<file path="config.mk">
export PLATFORM = sky130hd
export DESIGN_NAME = disparity_height_heatmap
export DESIGN_NICKNAME = d
export VERILOG_FILES = /design/src/dhh_pkg.sv /design/src/dhh_div.sv /design/src/dhh_ramp.sv /design/src/disparity_height_heatmap.sv
export VERILOG_INCLUDE_DIRS = /design/src /design/src/src
export SDC_FILE = /design/constraint.sdc
export NUM_CORES = 2
export LEC_CHECK = 0
export ABC_AREA = 1
export BUFFER_PORTS_ARGS = -buffer_cell sky130_fd_sc_hd__buf_2
export CORE_ASPECT_RATIO = 0.7
export CORE_MARGIN = 2
export CORE_UTILIZATION = 45
export DETAILED_ROUTE_END_ITERATION = 10
export PLACE_DENSITY = 0.63
export SETUP_SLACK_MARGIN = 0.1
export SYNTH_ARGS = -nofsm -noshare
export SYNTH_HDL_FRONTEND = slang
export SYNTH_SLANG_ARGS = --single-unit
</file>
<file path="constraint.sdc">
create_clock -name clock -period 6.1 [get_ports clock]
set_input_delay 0.61 -clock clock [delete_from_list [all_inputs] [get_ports clock]]
set_output_delay 0.61 -clock clock [all_outputs]
set_load 0.005 [all_outputs]
</file>
<file path="src/disparity_height_heatmap_assert.svh">
// Assertion macros shared by the disparity height heatmap RTL
`ifndef DISPARITY_HEIGHT_HEATMAP_ASSERT_SVH
`define DISPARITY_HEIGHT_HEATMAP_ASSERT_SVH

// Condition that holds at every clock edge outside reset
`define DHH_ASSERT(label, clk, rst, cond, msg) \
   label: assert property (@(posedge clk) disable iff (rst) (cond)) else $error(msg);

// Same-cycle implication
`define DHH_ASSERT_IMPLY(label, clk, rst, ante, cons, msg) \
   label: assert property (@(posedge clk) disable iff (rst) (ante) |-> (cons)) else $error(msg);

`endif

</file>
<file path="src/dhh_pkg.sv">
// Package: constants, codes and types of the disparity height heatmap
package dhh_pkg;

   // rows at or above the limit are clamped to the last row
   localparam int ROW_LIMIT = 4096;

   localparam int HEIGHT_W = 24;
   localparam int LEVEL_W  = 15;

   localparam logic signed [HEIGHT_W-1:0] HEIGHT_MAX = 24'sh7FFFFF;
   localparam logic signed [HEIGHT_W-1:0] HEIGHT_MIN = 24'sh800000;
   localparam logic [LEVEL_W-1:0]         LEVEL_FULL = 15'd25600;

   // operation codes
   localparam logic [1:0] OP_FRAME   = 2'd0;
   localparam logic [1:0] OP_MEASURE = 2'd1;
   localparam logic [1:0] OP_COLOR   = 2'd2;

   // status codes
   localparam logic [1:0] ST_OK       = 2'd0;
   localparam logic [1:0] ST_NULL     = 2'd1;
   localparam logic [1:0] ST_ZERO_DEN = 2'd2;
   localparam logic [1:0] ST_FLAT     = 2'd3;

   // register indexes
   localparam logic [1:0] CSR_ROW_OFFSET = 2'd0;
   localparam logic [1:0] CSR_WEIGHT     = 2'd1;
   localparam logic [1:0] CSR_DEPTH      = 2'd2;

   localparam logic signed [16:0] ROW_OFFSET_RST = 17'sd0;
   localparam logic signed [31:0] WEIGHT_RST     = -32'sd16777216;
   localparam logic signed [31:0] DEPTH_RST      = 32'sd0;

   // shared restoring divider
   localparam int DIV_REM_W = 42;
   localparam int DIV_DEN_W = 41;
   localparam int DIV_LOW_W = 24;
   localparam int DIV_CNT_W = 5;

   localparam logic [DIV_CNT_W-1:0] HDIV_STEPS = 5'd24;
   localparam logic [DIV_CNT_W-1:0] LDIV_STEPS = 5'd15;

   // 5243 / 2^19 approximates 1/100, exact for inputs up to 25500
   localparam logic [12:0] RECIP_100 = 13'd5243;

   typedef struct packed {
      logic                 start;
      logic [DIV_CNT_W-1:0] steps;
   } div_cmd_type;

   typedef struct packed {
      logic busy;
      logic done;
   } div_stat_type;

endpackage

</file>
<file path="src/dhh_div.sv">
// Shared restoring divider: one quotient bit per cycle
`include "disparity_height_heatmap_assert.svh"

module dhh_div
   import dhh_pkg::*;
(
   input  logic                 clock,
   input  logic                 reset,
   input  div_cmd_type          cmd,
   input  logic [DIV_REM_W-1:0] rem_init,
   input  logic [DIV_LOW_W-1:0] low_init,
   input  logic [DIV_DEN_W-1:0] divisor,
   output div_stat_type         stat,
   output logic [DIV_LOW_W-1:0] quotient
);

   logic                 busy_ff, busy_in;
   logic                 done_ff, done_in;
   logic [DIV_CNT_W-1:0] cnt_ff, cnt_in;
   logic [DIV_REM_W-1:0] rem_ff, rem_in;
   logic [DIV_LOW_W-1:0] low_ff, low_in;
   logic [DIV_DEN_W-1:0] div_ff, div_in;
   logic [DIV_LOW_W-1:0] quo_ff, quo_in;

   logic [DIV_REM_W-1:0] trial;
   logic                 ge;

   // shift in next dividend bit, subtract when it fits
   assign trial = {rem_ff[DIV_REM_W-2:0], low_ff[DIV_LOW_W-1]};
   assign ge    = trial >= {1'b0, div_ff};

   always_comb begin
      busy_in = busy_ff;
      done_in = 1'b0;
      cnt_in  = cnt_ff;
      rem_in  = rem_ff;
      low_in  = low_ff;
      div_in  = div_ff;
      quo_in  = quo_ff;
      if (cmd.start) begin
         busy_in = 1'b1;
         cnt_in  = cmd.steps;
         rem_in  = rem_init;
         low_in  = low_init;
         div_in  = divisor;
         quo_in  = '0;
      end else if (busy_ff) begin
         rem_in = ge ? trial - {1'b0, div_ff} : trial;
         low_in = {low_ff[DIV_LOW_W-2:0], 1'b0};
         quo_in = {quo_ff[DIV_LOW_W-2:0], ge};
         cnt_in = cnt_ff - 1'b1;
         if (cnt_ff == DIV_CNT_W'(1)) begin
            busy_in = 1'b0;
            done_in = 1'b1;
         end
      end
   end

   always_ff @(posedge clock) begin
      if (reset) begin
         busy_ff <= 1'b0;
         done_ff <= 1'b0;
         cnt_ff  <= '0;
      end else begin
         busy_ff <= busy_in;
         done_ff <= done_in;
         cnt_ff  <= cnt_in;
      end
      rem_ff <= rem_in;
      low_ff <= low_in;
      div_ff <= div_in;
      quo_ff <= quo_in;
   end

   assign stat.busy = busy_ff;
   assign stat.done = done_ff;
   assign quotient  = quo_ff;

   `DHH_ASSERT_IMPLY(a_no_restart, clock, reset, cmd.start, !busy_ff, "divider restarted while busy")
   `DHH_ASSERT_IMPLY(a_rem_bound, clock, reset, busy_ff, rem_ff < {1'b0, div_ff}, "partial remainder not below divisor")
   `DHH_ASSERT_IMPLY(a_done_after_busy, clock, reset, done_ff, $past(busy_ff) && !busy_ff, "done without a finishing step")

endmodule

</file>
<file path="src/dhh_ramp.sv">
// Three-stage hue ramp: level to BGR color
module dhh_ramp
   import dhh_pkg::*;
(
   input  logic               clock,
   input  logic               reset,
   input  logic               start,
   input  logic [LEVEL_W-1:0] level,
   output logic               done,
   output logic [7:0]         blue,
   output logic [7:0]         green,
   output logic [7:0]         red
);

   localparam logic [17:0] SEG1 = 18'(LEVEL_FULL);
   localparam logic [17:0] SEG2 = 18'(2 * LEVEL_FULL);
   localparam logic [17:0] SEG3 = 18'(3 * LEVEL_FULL);
   localparam logic [17:0] SEG4 = 18'(4 * LEVEL_FULL);
   localparam logic [17:0] SEG5 = 18'(5 * LEVEL_FULL);

   logic               s1_v_ff, s1_v_in;
   logic               s2_v_ff, s2_v_in;
   logic               done_ff, done_in;
   logic [2:0]         seg1_ff, seg1_in;
   logic [LEVEL_W-1:0] f_ff, f_in;
   logic               blk1_ff, blk1_in;
   logic [2:0]         seg2_ff, seg2_in;
   logic [LEVEL_W-1:0] y_ff, y_in;
   logic               blk2_ff, blk2_in;
   logic [7:0]         blue_ff, blue_in;
   logic [7:0]         green_ff, green_in;
   logic [7:0]         red_ff, red_in;

   logic [LEVEL_W-1:0] diff;
   logic [17:0]        t;
   logic [17:0]        base;
   logic [LEVEL_W-1:0] fsel;
   logic [22:0]        f255;
   logic [27:0]        m3;
   logic [7:0]         x;

   // stage 1: t = 6 * (full - level), split into segment and offset
   always_comb begin
      diff = LEVEL_FULL - level;
      t    = ({3'b0, diff} << 2) + ({3'b0, diff} << 1);
      priority if (t >= SEG5) begin
         seg1_in = 3'd5;
         base    = SEG5;
      end else if (t >= SEG4) begin
         seg1_in = 3'd4;
         base    = SEG4;
      end else if (t >= SEG3) begin
         seg1_in = 3'd3;
         base    = SEG3;
      end else if (t >= SEG2) begin
         seg1_in = 3'd2;
         base    = SEG2;
      end else if (t >= SEG1) begin
         seg1_in = 3'd1;
         base    = SEG1;
      end else begin
         seg1_in = 3'd0;
         base    = '0;
      end
      f_in    = LEVEL_W'(t - base);
      blk1_in = (level == '0);
      s1_v_in = start;
   end

   // stage 2: y = floor(fsel * 255 / 256), odd segments run downhill
   always_comb begin
      fsel    = seg1_ff[0] ? LEVEL_FULL - f_ff : f_ff;
      f255    = {fsel, 8'b0} - 23'(fsel);
      y_in    = f255[22:8];
      seg2_in = seg1_ff;
      blk2_in = blk1_ff;
      s2_v_in = s1_v_ff;
   end

   // stage 3: x = y / 100 by reciprocal, then segment colors
   always_comb begin
      m3       = 28'(y_ff) * 28'(RECIP_100);
      x        = m3[26:19];
      done_in  = s2_v_ff;
      blue_in  = blue_ff;
      green_in = green_ff;
      red_in   = red_ff;
      if (s2_v_ff) begin
         unique case (seg2_ff)
            3'd0: begin
               blue_in = 8'hFF; green_in = x;     red_in = 8'h00;
            end
            3'd1: begin
               blue_in = x;     green_in = 8'hFF; red_in = 8'h00;
            end
            3'd2: begin
               blue_in = 8'h00; green_in = 8'hFF; red_in = x;
            end
            3'd3: begin
               blue_in = 8'h00; green_in = x;     red_in = 8'hFF;
            end
            3'd4: begin
               blue_in = x;     green_in = 8'h00; red_in = 8'hFF;
            end
            default: begin
               blue_in = 8'hFF; green_in = 8'h00; red_in = x;
            end
         endcase
         if (blk2_ff) begin
            blue_in  = 8'h00;
            green_in = 8'h00;
            red_in   = 8'h00;
         end
      end
   end

   always_ff @(posedge clock) begin
      if (reset) begin
         s1_v_ff <= 1'b0;
         s2_v_ff <= 1'b0;
         done_ff <= 1'b0;
      end else begin
         s1_v_ff <= s1_v_in;
         s2_v_ff <= s2_v_in;
         done_ff <= done_in;
      end
      seg1_ff  <= seg1_in;
      f_ff     <= f_in;
      blk1_ff  <= blk1_in;
      seg2_ff  <= seg2_in;
      y_ff     <= y_in;
      blk2_ff  <= blk2_in;
      blue_ff  <= blue_in;
      green_ff <= green_in;
      red_ff   <= red_in;
   end

   assign done  = done_ff;
   assign blue  = blue_ff;
   assign green = green_ff;
   assign red   = red_ff;

endmodule

</file>
<file path="src/disparity_height_heatmap.sv">
// Top level: disparity to height reprojection with min/max tracking and hue ramp
// Each request is one pixel: a disparity byte and its image row, plus an operation
// (frame start, measure, color). Height = -(row + row_offset) / (depth_offset -
// disparity * disparity_weight) in fixed point, saturated to 24 bits with 8 fraction
// bits. Measure requests widen the frame's min/max height; color requests rescale
// the height onto 0..100 between those extremes and map it onto a BGR hue ramp.
// One request is handled at a time and req_ready is high only while the sequencer
// is idle. Frame start (or the unused operation) goes straight to the response;
// measure and color spend nearly all their time in the single shared restoring
// divider, one quotient bit per cycle: 24 bits for the height and 15 bits for the
// level; the color ramp adds a 3-stage pipeline. A finished response sits in an
// output register, so the next request can be taken while the previous response
// still waits for rsp_ready. Configuration writes are always accepted and must
// only happen while no request is in flight.
`include "disparity_height_heatmap_assert.svh"

module disparity_height_heatmap
   import dhh_pkg::*;
(
   input  logic                       clock,
   input  logic                       reset,
   // request channel
   input  logic                       req_valid,
   output logic                       req_ready,
   input  logic [1:0]                 req_operation,
   input  logic [7:0]                 req_disparity,
   input  logic [11:0]                req_row,
   // response channel
   output logic                       rsp_valid,
   input  logic                       rsp_ready,
   output logic signed [HEIGHT_W-1:0] rsp_height,
   output logic [LEVEL_W-1:0]         rsp_level,
   output logic [7:0]                 rsp_blue,
   output logic [7:0]                 rsp_green,
   output logic [7:0]                 rsp_red,
   output logic [1:0]                 rsp_status,
   // register writes
   input  logic                       csr_valid,
   output logic                       csr_ready,
   input  logic [1:0]                 csr_index,
   input  logic [31:0]                csr_data
);

   // sequencer states
   localparam logic [3:0] S_IDLE   = 4'd0;
   localparam logic [3:0] S_PREP   = 4'd1;   // numerator and product
   localparam logic [3:0] S_DEN    = 4'd2;   // denominator, launch height divide
   localparam logic [3:0] S_HDIV   = 4'd3;
   localparam logic [3:0] S_HFIN   = 4'd4;   // saturate height, track extremes
   localparam logic [3:0] S_LVL    = 4'd5;   // range checks, n * 25600
   localparam logic [3:0] S_LSTART = 4'd6;
   localparam logic [3:0] S_LDIV   = 4'd7;
   localparam logic [3:0] S_RSTART = 4'd8;
   localparam logic [3:0] S_RAMP   = 4'd9;
   localparam logic [3:0] S_DONE   = 4'd10;

   logic [3:0] state_ff, state_in;

   // configuration
   logic signed [16:0] row_offset_ff, row_offset_in;
   logic signed [31:0] weight_ff, weight_in;
   logic signed [31:0] depth_ff, depth_in;

   // frame extremes
   logic signed [HEIGHT_W-1:0] min_ff, min_in;
   logic signed [HEIGHT_W-1:0] max_ff, max_in;

   // request fields
   logic [1:0]  op_ff, op_in;
   logic [7:0]  disp_ff, disp_in;
   logic [11:0] row_ff, row_in;

   // datapath
   logic signed [17:0]         num_ff, num_in;
   logic signed [40:0]         prod_ff, prod_in;
   logic                       dzero_ff, dzero_in;
   logic                       ovf_ff, ovf_in;
   logic                       hneg_ff, hneg_in;
   logic signed [HEIGHT_W-1:0] h_ff, h_in;
   logic [1:0]                 status_ff, status_in;
   logic [LEVEL_W-1:0]         level_ff, level_in;
   logic [38:0]                p_ff, p_in;
   logic [23:0]                range_ff, range_in;
   logic [7:0]                 blue_ff, blue_in;
   logic [7:0]                 green_ff, green_in;
   logic [7:0]                 red_ff, red_in;

   // output register
   logic                       rsp_valid_ff, rsp_valid_in;
   logic signed [HEIGHT_W-1:0] rsp_height_ff, rsp_height_in;
   logic [LEVEL_W-1:0]         rsp_level_ff, rsp_level_in;
   logic [7:0]                 rsp_blue_ff, rsp_blue_in;
   logic [7:0]                 rsp_green_ff, rsp_green_in;
   logic [7:0]                 rsp_red_ff, rsp_red_in;
   logic [1:0]                 rsp_status_ff, rsp_status_in;

   // combinational helpers
   logic               req_fire;
   logic               rsp_free;
   logic [16:0]        row_ext;
   logic signed [41:0] den_w;
   logic [41:0]        md_w;
   logic [17:0]        mn_w;
   logic signed [24:0] n_w;
   logic [24:0]        range_w;
   logic [23:0]        q;

   // divider and ramp hookup
   div_cmd_type          div_cmd;
   div_stat_type         div_stat;
   logic [DIV_REM_W-1:0] div_rem_init;
   logic [DIV_LOW_W-1:0] div_low_init;
   logic [DIV_DEN_W-1:0] div_divisor;
   logic [DIV_LOW_W-1:0] div_quo;
   logic                 ramp_done;
   logic [7:0]           ramp_blue, ramp_green, ramp_red;

   assign req_ready = (state_ff == S_IDLE);
   assign req_fire  = req_valid && req_ready;
   assign csr_ready = 1'b1;
   assign rsp_free  = !rsp_valid_ff || rsp_ready;
   assign q         = div_quo;

   // denominator magnitude and overflow precheck: quotient >= 2^24 when
   // (|num| << 4) >= |den|
   always_comb begin
      den_w = 42'(depth_ff) - 42'(prod_ff);
      md_w  = den_w[41] ? 42'(-den_w) : 42'(den_w);
      mn_w  = num_ff[17] ? 18'(-num_ff) : 18'(num_ff);
      n_w     = 25'(h_ff) - 25'(min_ff);
      range_w = 25'(max_ff) - 25'(min_ff);
   end

   // divider operands: height divide from S_DEN, level divide from S_LSTART
   always_comb begin
      div_cmd.start = 1'b0;
      div_cmd.steps = HDIV_STEPS;
      div_rem_init  = {21'd0, mn_w[16:0], 4'd0};
      div_low_init  = '0;
      div_divisor   = md_w[DIV_DEN_W-1:0];
      if (state_ff == S_LSTART) begin
         div_cmd.start = 1'b1;
         div_cmd.steps = LDIV_STEPS;
         div_rem_init  = {18'd0, p_ff[38:15]};
         div_low_init  = {p_ff[14:0], 9'd0};
         div_divisor   = {17'd0, range_ff};
      end else if (state_ff == S_DEN) begin
         div_cmd.start = (disp_ff != '0) && (md_w != '0) &&
                         ({20'd0, mn_w[16:0], 4'd0} < md_w[40:0]);
      end
   end

   always_comb begin
      state_in      = state_ff;
      row_offset_in = row_offset_ff;
      weight_in     = weight_ff;
      depth_in      = depth_ff;
      min_in        = min_ff;
      max_in        = max_ff;
      op_in         = op_ff;
      disp_in       = disp_ff;
      row_in        = row_ff;
      num_in        = num_ff;
      prod_in       = prod_ff;
      dzero_in      = dzero_ff;
      ovf_in        = ovf_ff;
      hneg_in       = hneg_ff;
      h_in          = h_ff;
      status_in     = status_ff;
      level_in      = level_ff;
      p_in          = p_ff;
      range_in      = range_ff;
      blue_in       = blue_ff;
      green_in      = green_ff;
      red_in        = red_ff;
      rsp_valid_in  = rsp_valid_ff;
      rsp_height_in = rsp_height_ff;
      rsp_level_in  = rsp_level_ff;
      rsp_blue_in   = rsp_blue_ff;
      rsp_green_in  = rsp_green_ff;
      rsp_red_in    = rsp_red_ff;
      rsp_status_in = rsp_status_ff;
      row_ext       = {5'd0, req_row};

      if (csr_valid && csr_ready) begin
         unique case (csr_index)
            CSR_ROW_OFFSET: row_offset_in = csr_data[16:0];
            CSR_WEIGHT:     weight_in     = csr_data;
            CSR_DEPTH:      depth_in      = csr_data;
            default: ;
         endcase
      end

      if (rsp_valid_ff && rsp_ready) begin
         rsp_valid_in = 1'b0;
      end

      unique case (state_ff)
         S_IDLE: begin
            if (req_fire) begin
               op_in     = req_operation;
               disp_in   = req_disparity;
               row_in    = (row_ext >= 17'(ROW_LIMIT)) ? 12'(ROW_LIMIT - 1) : req_row;
               h_in      = '0;
               status_in = ST_OK;
               level_in  = '0;
               blue_in   = '0;
               green_in  = '0;
               red_in    = '0;
               if (req_operation == OP_FRAME) begin
                  min_in = '0;
                  max_in = '0;
               end
               if (req_operation == OP_MEASURE || req_operation == OP_COLOR) begin
                  state_in = S_PREP;
               end else begin
                  state_in = S_DONE;
               end
            end
         end
         S_PREP: begin
            num_in   = $signed({2'b00, row_ff, 4'b0000}) + 18'(row_offset_ff);
            prod_in  = 41'($signed({1'b0, disp_ff}) * weight_ff);
            state_in = S_DEN;
         end
         S_DEN: begin
            dzero_in = (md_w == '0);
            ovf_in   = ({20'd0, mn_w[16:0], 4'd0} >= md_w[40:0]);
            hneg_in  = (num_ff[17] == den_w[41]);
            state_in = div_cmd.start ? S_HDIV : S_HFIN;
         end
         S_HDIV: begin
            if (div_stat.done) begin
               state_in = S_HFIN;
            end
         end
         S_HFIN: begin
            priority if (disp_ff == '0) begin
               h_in      = '0;
               status_in = ST_NULL;
            end else if (dzero_ff) begin
               status_in = ST_ZERO_DEN;
               priority if (num_ff > 18'sd0) begin
                  h_in = HEIGHT_MIN;
               end else if (num_ff < 18'sd0) begin
                  h_in = HEIGHT_MAX;
               end else begin
                  h_in = '0;
               end
            end else begin
               status_in = ST_OK;
               priority if (ovf_ff) begin
                  h_in = hneg_ff ? HEIGHT_MIN : HEIGHT_MAX;
               end else if (hneg_ff) begin
                  h_in = q[23] ? HEIGHT_MIN : -$signed(q);
               end else begin
                  h_in = (q[23] || q[22:0] == '1) ? HEIGHT_MAX : $signed(q);
               end
            end
            if (op_ff == OP_MEASURE) begin
               if (disp_ff != '0) begin
                  if (h_in < min_ff) min_in = h_in;
                  if (h_in > max_ff) max_in = h_in;
               end
               state_in = S_DONE;
            end else begin
               state_in = S_LVL;
            end
         end
         S_LVL: begin
            range_in = range_w[23:0];
            p_in     = 39'(n_w[23:0]) * 39'(LEVEL_FULL);
            priority if (status_ff == ST_NULL || h_ff == '0) begin
               state_in = S_DONE;
            end else if (range_w == '0) begin
               // flat range: black, zero level
               if (status_ff == ST_OK) status_in = ST_FLAT;
               state_in = S_DONE;
            end else if (n_w[24] || n_w == '0) begin
               state_in = S_DONE;
            end else if (n_w[23:0] >= range_w[23:0]) begin
               // at or above max: clamp without dividing
               level_in = LEVEL_FULL;
               state_in = S_RSTART;
            end else begin
               state_in = S_LSTART;
            end
         end
         S_LSTART: begin
            state_in = S_LDIV;
         end
         S_LDIV: begin
            if (div_stat.done) begin
               level_in = q[LEVEL_W-1:0];
               state_in = S_RSTART;
            end
         end
         S_RSTART: begin
            state_in = S_RAMP;
         end
         S_RAMP: begin
            if (ramp_done) begin
               blue_in  = ramp_blue;
               green_in = ramp_green;
               red_in   = ramp_red;
               state_in = S_DONE;
            end
         end
         S_DONE: begin
            if (rsp_free) begin
               rsp_valid_in  = 1'b1;
               rsp_height_in = h_ff;
               rsp_level_in  = level_ff;
               rsp_blue_in   = blue_ff;
               rsp_green_in  = green_ff;
               rsp_red_in    = red_ff;
               rsp_status_in = status_ff;
               state_in      = S_IDLE;
            end
         end
         default: begin
            state_in = S_IDLE;
         end
      endcase
   end

   always_ff @(posedge clock) begin
      if (reset) begin
         state_ff      <= S_IDLE;
         rsp_valid_ff  <= 1'b0;
         row_offset_ff <= ROW_OFFSET_RST;
         weight_ff     <= WEIGHT_RST;
         depth_ff      <= DEPTH_RST;
         min_ff        <= '0;
         max_ff        <= '0;
      end else begin
         state_ff      <= state_in;
         rsp_valid_ff  <= rsp_valid_in;
         row_offset_ff <= row_offset_in;
         weight_ff     <= weight_in;
         depth_ff      <= depth_in;
         min_ff        <= min_in;
         max_ff        <= max_in;
      end
      op_ff         <= op_in;
      disp_ff       <= disp_in;
      row_ff        <= row_in;
      num_ff        <= num_in;
      prod_ff       <= prod_in;
      dzero_ff      <= dzero_in;
      ovf_ff        <= ovf_in;
      hneg_ff       <= hneg_in;
      h_ff          <= h_in;
      status_ff     <= status_in;
      level_ff      <= level_in;
      p_ff          <= p_in;
      range_ff      <= range_in;
      blue_ff       <= blue_in;
      green_ff      <= green_in;
      red_ff        <= red_in;
      rsp_height_ff <= rsp_height_in;
      rsp_level_ff  <= rsp_level_in;
      rsp_blue_ff   <= rsp_blue_in;
      rsp_green_ff  <= rsp_green_in;
      rsp_red_ff    <= rsp_red_in;
      rsp_status_ff <= rsp_status_in;
   end

   dhh_div u_div (
      .clock    (clock),
      .reset    (reset),
      .cmd      (div_cmd),
      .rem_init (div_rem_init),
      .low_init (div_low_init),
      .divisor  (div_divisor),
      .stat     (div_stat),
      .quotient (div_quo)
   );

   dhh_ramp u_ramp (
      .clock (clock),
      .reset (reset),
      .start (state_ff == S_RSTART),
      .level (level_ff),
      .done  (ramp_done),
      .blue  (ramp_blue),
      .green (ramp_green),
      .red   (ramp_red)
   );

   assign rsp_valid  = rsp_valid_ff;
   assign rsp_height = rsp_height_ff;
   assign rsp_level  = rsp_level_ff;
   assign rsp_blue   = rsp_blue_ff;
   assign rsp_green  = rsp_green_ff;
   assign rsp_red    = rsp_red_ff;
   assign rsp_status = rsp_status_ff;

   // min never rises above zero, max never drops below it
   `DHH_ASSERT(a_extremes_bracket_zero, clock, reset, (min_ff <= 24'sd0) && (max_ff >= 24'sd0), "frame extremes do not bracket zero")
   `DHH_ASSERT_IMPLY(a_level_bound, clock, reset, rsp_valid_ff, rsp_level_ff <= LEVEL_FULL, "level above full scale")
   `DHH_ASSERT_IMPLY(a_flat_black, clock, reset, rsp_valid_ff && rsp_status_ff == ST_FLAT, rsp_level_ff == '0 && rsp_blue_ff == '0 && rsp_green_ff == '0 && rsp_red_ff == '0, "flat range response not black")

endmodule
</file>
==> metrics list <==
- Result of the run: complete, no violations
- At the end of routability-driven placement, the weighted congestion stood at 0.979.
- Once the floorplan was initialized, standard cells occupied 45.2% of the core.
- Uppermost metal layer occupied by signal nets: met4
- In the global route stage, overall resource usage came out at 24.5%.
- After detailed routing, the wire length on met1 is 71600 µm.
* Launching point of the worst reg2reg path: prod_ff[17]
- Number of vias per cell after detailed routing: 5.16
- Slack of the worst reg-to-reg path: 0.35 ns
- Of the cells placed in the final design, the portion with a size suffix greater than 1 is 7.19%.
- Clock buffer count from CTS: 67
* Distinct cell type count after synthesis: 63
- Setup repair after global routing could not meet its margin everywhere.
- Number of synthesized flops with an enable pin: 378
- Highest net fanout along the worst path: 46
- STA classifies the critical path startpoint as a register.
- After detailed routing, the average wire length per cell comes to 17.4 µm.
- CP Data Required Time: 6.40 ns
* Cells on worst reg2reg path: 28
- Congestion Overflow GR: 0
- Ys async rst share: 0%
* Maximum buffer depth of the clock tree: 3
- In the synthesized netlist the dominant register cell turns out to be edfxtp_1.
* Share of Yosys cell area claimed by the top area cell type: 22.3%
- After layout, the worst path uses 94.3% of the clock period.
- Post-synthesis sequential area ratio: 30.4%
- Detailed routing placed a total of 54700 µm of wire on met2.
- Critical path data arrival time: 6.05 ns
* First DRT Iteration DRCs: 4107
- For this run, the top clock speed supported by timing is 0.174 GHz.
- Across the routed clock network, the largest skew measured is 0.0238 ns.
- The startpoint identified for the worst hold timing path is req_disparity[6].
- For the pin with the worst max-slew slack, the measured transition is 1.15 ns.
* Total routed wirelength: 142000 µm
* Vertical die dimension: 285 µm
- The number of nets handed over by synthesis was 7321.
- Summed over all instances, the cell type with the most area after synthesis is edfxtp_1.
- Post-DRT Antenna Nets: 0
- The clock net in this run drives a total of 583 sinks.
- In this run the worst hold path is classified as input pin to register.
- The critical path contains buffers and inverters numbering 6 combined.
- The critical path in this run is classified as register to register.
- Core outline area: 113000 µm²
* Total of endpoints with negative setup slack in the final report: 0
* Worst Hold Endpoint: disp_ff[6]
- Max-slew violation count: 0
- Area contributors post-synth: edfxtp_1 (22%), ha_1 (13%), fa_1 (11%)
* Clock tree from TritonCTS: built
- Final Hold Fails: 0
- Maximum cell stage delay along the critical path: 0.44 ns
* Instance area after placement: 53500 µm²
- After filler insertion, the fill cell instance count of the layout stands at 10800.
* Number of iterations in the first detailed-routing pass: 6
- For this run, design rule violations remaining after detail routing come to 0.
- The first global-routing pass estimated 223000 µm of wire.
* Vias in the first global route: 39500
- Vias after detailed routing: 42100
* Per-instance average area after synthesis: 7.91 µm²
- Number of H-tree levels: 3
* Number of warnings reported in the yosys synthesis log: 0
- Die Footprint: 116000 µm²
* Metal3 WL: 13000 µm
* Antenna violations before repair: 3
- In the synthesized netlist, the number of instances is 6434.
- In this run the tightest slew margin relative to its limit is 23.5%.
- Counting instances, the worst hold path has a depth of 1.
- Clock-pin slew of the registers on the worst-case setup and hold paths: 0.06 ns
- Nets@finish: 7457
- Largest net degree at the start of global routing: 81
* Slowest library cell on the worst path: o21ai_1
- The kind of cell with the highest combined delay along the critical path is simple AND/OR/NAND/NOR gates.
- Post-layout instance area: 56100 µm²
- Measured along the x axis, the die boundary spans 406 µm.
- The clock reaches the later pin of the worst-skew pair after 0.65 ns.
* Number of register bits inferred by synthesis: 583
* IO buf count: 127
- The tree is rooted in a clkbuf_16.
- The initialized floorplan defines 103 standard-cell rows.
* Cell area after synthesis: 50900 µm²
- The worst register-to-register path ends at u_div.rem_ff[15].
- Sum of net half-perimeters after detailed placement: 114000 µm
- Kind of capture point of the worst setup path: register
* Max-cap violations: 0
- Clock period minus worst slack: 5.75 ns
* Top-level I/O count: 129
* Layout overhead on the synthesized area: 10.2%
[cell usage in the layout, fill, tap and decap left out, types with 87 or more instances in the layout]
cell type / instances
buf_2: 127
nor2_1: 548
buf_4: 87
o21ai_0: 279
inv_1: 1370
a21oi_1: 397
nand3_1: 233
ha_1: 534
nand2_1: 1320
dfxtp_1: 200
edfxtp_1: 378
fa_1: 290
xor2_1: 156
[Yosys cell counts, types with 26 or more instances]
cell type  count
a21oi_1      402
clkbuf_1     130
dfxtp_1      205
edfxtp_1     378
fa_1         291
ha_1         535
inv_1       1372
nand2_1     1320
nand3_1      235
nand4_1       65
nor2_1       553
nor3_1        46
nor4_1        26
o21ai_0      288
o221ai_1      28
xnor2_1       77
xor2_1       161
[what timing repair did]
action / 4_1_cts / 5_1_grt
hold buffers: 0 / 0
cloned: 0 / 2
setup buffers: 0 / 14
setup endpoints to repair: 2 / 136
pin swaps: 0 / 8
gates resized for setup: 3 / 42
[cell type report]
type | instances | area [µm²] | share of cell area (%)
Antenna cell | 4 | 10.0 | 0.0178
Clock buffer | 83 | 1860 | 3.32
Clock inverter | 40 | 397 | 0.707
Inverter | 1389 | 5220 | 9.30
Multi-Input combinational cell | 4305 | 29800 | 53.0
Sequential cell | 583 | 15500 | 27.6
Tap cell | 1522 | 1900 | 3.39
Timing Repair Buffer | 224 | 1500 | 2.67
[metrics by stage]
| step | setup slack (ns) | std cells | util [%] | hold WS (ns) | TNS [ns] |
|---|---|---|---|---|---|
| after global routing | -0.0439 | 8146 | 49.9 | 0.125 | -0.0439 |
| after global placement | 0.129 | 8007 | 47.5 | 0.310 | 0 |
| after detailed placement | -0.104 | 8007 | 47.5 | 0.314 | -0.154 |
| after CTS | 0.110 | 8130 | 49.5 | 0.111 | 0 |
| final | 0.350 | 8150 | 49.9 | 0.142 | 0 |
| after floorplan | 0.326 | 6434 | - | 0.310 | 0 |
[flip-flops by register name, indices dropped and copies added, names as in the netlist, 12 cells and up]
signal and count:
min_ff 24, u_ramp.y_ff 15, u_div.quotient 24, rsp_level 15
p_ff 29, prod_ff 41, weight_ff 32, level_ff 15
num_ff 18, rsp_height 24, u_ramp.f_ff 14, row_ff 12
u_div.div_ff 41, depth_ff 32, range_ff 24, row_offset_ff 17
u_div.rem_ff 41, h_ff 24, max_ff 24
[cells by family (layout without fill, tap and decap cells)]
group           Yosys count  count (layout)  synth area share (%)
simple gates           2313            2313                  18.7
flops                   583             583                  30.4
buf+inv                1546            1736                  11.6
other cells               1               5               0.00737
xor+xnor                239             239                  4.13
mux                      17              17                 0.334
compound gates          909             909                  10.3
fa+ha+maj               826             826                  24.6
[metal layers]
| layer | GRT usage (%) | vias to the layer above |
|---|---|---|
| met4 | 4.20 | 0 |
| met2 | 33.4 | 1303 |
| met3 | 5.63 | 137 |
| met5 | 0 | - |
| li1 | - | 20700 |
| met1 | 39.2 | 19900 |
[worst max path at each step]
stage                      startpoint                to  slack [ns]  cells after the start
after global placement        h_ff[0]          p_ff[37]        0.13                     25
after CTS                     h_ff[0]          p_ff[37]        0.11                     27
final                     prod_ff[17]  u_div.rem_ff[15]        0.35                     28
after global routing          h_ff[2]          p_ff[37]       -0.04                     28
after floorplan           state_ff[1]       rsp_blue[0]        0.33                      5
after detailed placement      h_ff[0]          p_ff[37]       -0.10                     25
Power is not shown: default switching activity piles up to over one toggle a cycle in this logic, so the estimate is an artifact.
